**config.mk**
```make
export PLATFORM = sky130hd
export DESIGN_NAME = iaw_ctrl
export DESIGN_NICKNAME = d
export VERILOG_FILES = /design/src/hdl/iaw_pkg.sv /design/src/hdl/iaw_ctrl.sv
export SDC_FILE = /design/constraint.sdc
export NUM_CORES = 1
export LEC_CHECK = 0
export BUFFER_PORTS_ARGS = -buffer_cell sky130_fd_sc_hd__buf_2
export CORE_AREA = 4 4 41 43
export CTS_CLUSTER_DIAMETER = 120
export DETAILED_ROUTE_END_ITERATION = 8
export DIE_AREA = 0 0 45 47
export GPL_TIMING_DRIVEN = 0
export PLACE_DENSITY = 0.58
export SETUP_SLACK_MARGIN = 0.15
export SYNTH_ARGS = -nofsm -noshare
export SYNTH_HDL_FRONTEND = slang
export SYNTH_SLANG_ARGS = --single-unit
```
**constraint.sdc**
```tcl
create_clock -name clk -period 2.07 [get_ports clk]
set_input_delay 0.1035 -clock clk [delete_from_list [all_inputs] [get_ports clk]]
set_output_delay 0.1035 -clock clk [all_outputs]
set_load 0.02 [all_outputs]
```
**src/hdl/iaw_pkg.sv**
```systemverilog
// ----------------------------------------------------------------------------
// iaw_pkg
// Shared types and constants of the in-flight acknowledge window.
// ----------------------------------------------------------------------------
package iaw_pkg;

	localparam int KEY_W    = 64;
	localparam int SIZE_W   = 32;
	localparam int BYTES_W  = 40;
	localparam int LIMIT_W  = 7;
	localparam int STATUS_W = 2;
	localparam int IN_W     = 224;
	localparam int OUT_W    = 120;

	localparam logic [BYTES_W-1:0] BYTES_MAX = '1;
	localparam logic [LIMIT_W-1:0] WINDOW_LIMIT_RST = 7'd64;
	localparam logic [BYTES_W-1:0] BYTE_LIMIT_RST = 40'd134217728;

	localparam logic REQ_PUSH = 1'b0;
	localparam logic REQ_ACK  = 1'b1;

	localparam logic [STATUS_W-1:0] ST_OK        = 2'd0;
	localparam logic [STATUS_W-1:0] ST_NOT_FOUND = 2'd1;
	localparam logic [STATUS_W-1:0] ST_FULL      = 2'd2;

	localparam logic CFG_WINDOW_LIMIT = 1'b0;
	localparam logic CFG_BYTE_LIMIT   = 1'b1;

	typedef enum logic [3:0] {
		S_IDLE,
		S_DISPATCH,
		S_PUSH,
		S_SCAN_RD,
		S_SCAN_CMP,
		S_MARK_RD,
		S_MARK_WR,
		S_POP_RD,
		S_POP_CHK,
		S_DONE
	} state_t;

	typedef struct packed {
		logic load_in;
		logic push;
		logic refuse;
		logic scan_init;
		logic scan_step;
		logic mark_init;
		logic mark_step;
		logic rd_head;
		logic pop;
		logic fail;
		logic out_load;
	} ctl_cmd_t;

	typedef struct packed {
		logic req_ack;
		logic full;
		logic empty;
		logic end_hit;
		logic start_ok;
		logic scan_last;
		logic mark_last;
		logic pop_ok;
		logic out_busy;
	} dp_status_t;

endpackage

```
**src/hdl/iaw_ctrl.sv**
```systemverilog
// ----------------------------------------------------------------------------
// iaw_ctrl
// Sequencer for push, key scan, range mark and head pop.
// ----------------------------------------------------------------------------
module iaw_ctrl (
	input  logic                clk,
	input  logic                arst_n,
	input  logic                s_tvalid,
	output logic                s_tready,
	input  iaw_pkg::dp_status_t st,
	output iaw_pkg::ctl_cmd_t   cmd
);
	import iaw_pkg::*;

	state_t state_q, state_d;

	always_ff @(posedge clk or negedge arst_n) begin
		if (!arst_n) begin
			state_q <= S_IDLE;
		end else begin
			state_q <= state_d;
		end
	end

	always_comb begin
		state_d  = state_q;
		cmd      = '0;
		s_tready = 1'b0;
		unique case (state_q)
			S_IDLE: begin
				s_tready = 1'b1;
				if (s_tvalid) begin
					cmd.load_in = 1'b1;
					state_d     = S_DISPATCH;
				end
			end
			S_DISPATCH: begin
				if (!st.req_ack) begin
					state_d = S_PUSH;
				end else if (st.empty) begin
					cmd.fail = 1'b1;
					state_d  = S_DONE;
				end else begin
					cmd.scan_init = 1'b1;
					state_d       = S_SCAN_RD;
				end
			end
			S_PUSH: begin
				if (st.full) begin
					cmd.refuse = 1'b1;
				end else begin
					cmd.push = 1'b1;
				end
				state_d = S_DONE;
			end
			S_SCAN_RD: begin
				state_d = S_SCAN_CMP;
			end
			S_SCAN_CMP: begin
				// The first end match closes the scan; the start must be at or before it.
				if (st.end_hit) begin
					if (st.start_ok) begin
						cmd.mark_init = 1'b1;
						state_d       = S_MARK_RD;
					end else begin
						cmd.fail = 1'b1;
						state_d  = S_DONE;
					end
				end else if (st.scan_last) begin
					cmd.fail = 1'b1;
					state_d  = S_DONE;
				end else begin
					cmd.scan_step = 1'b1;
					state_d       = S_SCAN_RD;
				end
			end
			S_MARK_RD: begin
				state_d = S_MARK_WR;
			end
			S_MARK_WR: begin
				cmd.mark_step = 1'b1;
				state_d       = st.mark_last ? S_POP_RD : S_MARK_RD;
			end
			S_POP_RD: begin
				cmd.rd_head = 1'b1;
				state_d     = S_POP_CHK;
			end
			S_POP_CHK: begin
				if (st.pop_ok) begin
					cmd.pop = 1'b1;
					state_d = S_POP_RD;
				end else begin
					state_d = S_DONE;
				end
			end
			S_DONE: begin
				if (!st.out_busy) begin
					cmd.out_load = 1'b1;
					state_d      = S_IDLE;
				end
			end
			default: begin
				state_d = S_IDLE;
			end
		endcase
	end

endmodule

```
==> flow_summary.ini <==
[run_status]
status = completed

[global_route]
grt_overflow = 0
grt_max_degree = 11
antenna_found_initial = 0
grt_pass1_wl_um = 1970
grt_usage_pct = 12.9
first_global_vias = 467

[worst_setup_path]
worst_ep_required_time_ns = 1.97
critPathLaunchType = flop
crit_arrival_ns = 1.73
endpoint_kind = output pin
worst-path-max-fanout = 6
path_class = reg2out

[route]
wirelength_um = 1110
drtAntennaViolNets = 0
wire_per_inst_um = 12.2
drcViolationCount = 0
vias = 459
dr.pass1.iters = 2
first_iter_violations = 2
routed_via_density = 5.04

[timing]
worst_pin_slew_ns = 0.407
fmax_mhz = 545
skew_ns = 0.00373
finalSetupTns_ns = 0
hold_violations = 0
setup_viol = 0
finalCritPeriodShare_pct = 88.7
max_slew_margin_pct = 72.9
holdWs_ns = 0.119
maxSlewViolCount = 0
fin_crit_ns = 1.84
rsz0062_at_grt = no

[power]
power_density_mw_per_mm2 = 1210
p_leak_nw = 0.296
max-vdd-ir-drop_v = 0.000546

[yosys]
synth_compound_area_share_pct = 26.5
synth_cell_types = 32
synth_fa_ha_area_share_pct = 0
syn_area_per_cell_sq_um = 8.78
ys_seq_area_share_pct = 23.3
yosysTopAreaCell = dfrtp_1
ys_seq_elements = 4
synth_xor_area_share_pct = 2.03
ys_warn_count = 0
netlist_area_sq_um = 430
synthMuxAreaShare_pct = 0
synth.top_cells.by_area = dfrtp_1 (23%), o32ai_4 (6.4%), nor4bb_1 (4.7%)
synth_top_area_share_pct = 23.3
syn_inst = 49
synth_top_family_by_area = simple AND/OR/NAND/NOR gates
synth_nets = 61
synth_simple_gate_area_share_pct = 42.7

[finish]
layout_common_cells = buf_2 (24), nor2_1 (4), dfrtp_1 (4)
max_flop_register = state_q
stdcell_area_sq_um = 601
regArea_sq_um = 100
n_antenna_cell = 0
final_layout_size_suffix_gt1_share_pct = 40.8
fin_cells = 91
multi_input_area_sq_um = 310
final_common_cell = buf_2
reg_top3 = state_q (4)
num-fill-cells = 151
area_growth_pct = 39.5
layout.nets = 90
largest_reg_flops = 4

[place]
dp.cells = 87
place_hpwl_um = 908
io_buffers = 23
post_dp_cell_area_sq_um = 564
globalplace.congestion = 0.774

[floorplanning]
die_w_um = 45
fp-row-count = 13
ioPinCount = 24
start_util_pct = 33.1
core_region_area_sq_mm = 0.00130
fp.dieArea_sq_mm = 0.00212
fp.dieH_um = 47

[cts]
clkTransAtPathRegs_ns = 0.04
insertion_delay_ns = 0.24
cts_tree = built
cts-htree-levels = 1
clock_sinks = 4
cts_buffers = 3
clockBufferDepth = 2
root_buffer = clkbuf_4

[hold_path]
hp-class = in2reg

[run]
cap_violations = 0
[per-layer routing]
metal | global-route usage [%] | part of all wire [%]
met5 | 0 | 0
met2 | 19.8 | 46
met3 | 1.15 | 7.5
met4 | 10.5 | 3.3
met1 | 16.5 | 43
[per-stage QoR]
step | setup slack [ns] | util, % | total power, mW
6_report | 0.234 | 46.2 | 0.725
5_1_grt | 0.173 | 46.2 | 0.796
4_1_cts | 0.206 | 45.9 | 0.722
3_5_place_dp | 0.466 | 43.4 | 0.619
3_3_place_gp | 0.463 | 43.4 | 0.625
2_1_floorplan | 0.327 | - | 0.502
[cells by family (layout without fill, tap and decap cells)]
| group | count (synthesis) | count (layout) |
|---|---|---|
| simple gates | 27 | 27 |
| compound gates | 13 | 13 |
| flops | 4 | 4 |
| buf+inv | 4 | 31 |
| xor+xnor | 1 | 1 |
[synth_stat cells]
master / count
a31oi_1: 1
or2b_1: 1
or4b_1: 1
nand2b_1: 3
a32oi_1: 1
o211ai_1: 1
a21oi_1: 1
nor2b_1: 3
o32ai_4: 1
and3_1: 2
and4b_1: 1
or4b_4: 1
nor3_1: 1
and2b_1: 2
nor4bb_1: 2
a211oi_1: 1
o21ai_0: 1
nor2_1: 4
buf_6: 1
xor2_1: 1
o21bai_1: 2
a22oi_1: 1
a21boi_0: 1
dfrtp_1: 4
nor4_1: 1
clkbuf_1: 2
and2_1: 2
buf_2: 1
a2bb2oi_1: 1
nand2_1: 1
o21a_1: 1
nor3b_1: 2
[worst max-delay path, cell delays in order, from the launching register on]
cell and delay, ns:
dfrtp_1 0.43, or4b_4 0.59, o32ai_4 0.27, buf_2 0.21
[worst paths after layout]
path,slack [ns],depth (start not counted),end,startpoint
worst max register to register,0.57,3,state_q[3],state_q[1]
min in group asynchronous,0.20,2,state_q[3],arst_n
max in group asynchronous,1.74,2,state_q[2],arst_n
worst max-delay path,0.23,3,cmd[1],state_q[1]
worst min-delay path,0.12,3,state_q[1],st[2]
worst min register to register,0.68,4,state_q[0],state_q[2]
[power breakdown]
part	total, mW	switching [mW]	internal (mW)
combinational	0.480	0.266	0.214
sequential	0.149	0.0345	0.114
clock	0.0967	0.0319	0.0648
[final cells by class]
type | count | share of cell area (%)
buffer | 4 | 3.96
clock buffer | 3 | 3.75
multi-input combinational | 41 | 51.7
sequential | 4 | 16.7
tap | 15 | 3.13
timing repair buffer | 24 | 20.8
[repair_timing]
action / CTS / global route
gates resized for setup: 0 / 1
hold buffers: 1 / 0
setup buffers: 0 / 0
endpoints found under the setup margin: 0 / 1
hold endpoints to repair: 4 / 0
Power figures use the tool's default switching activity.
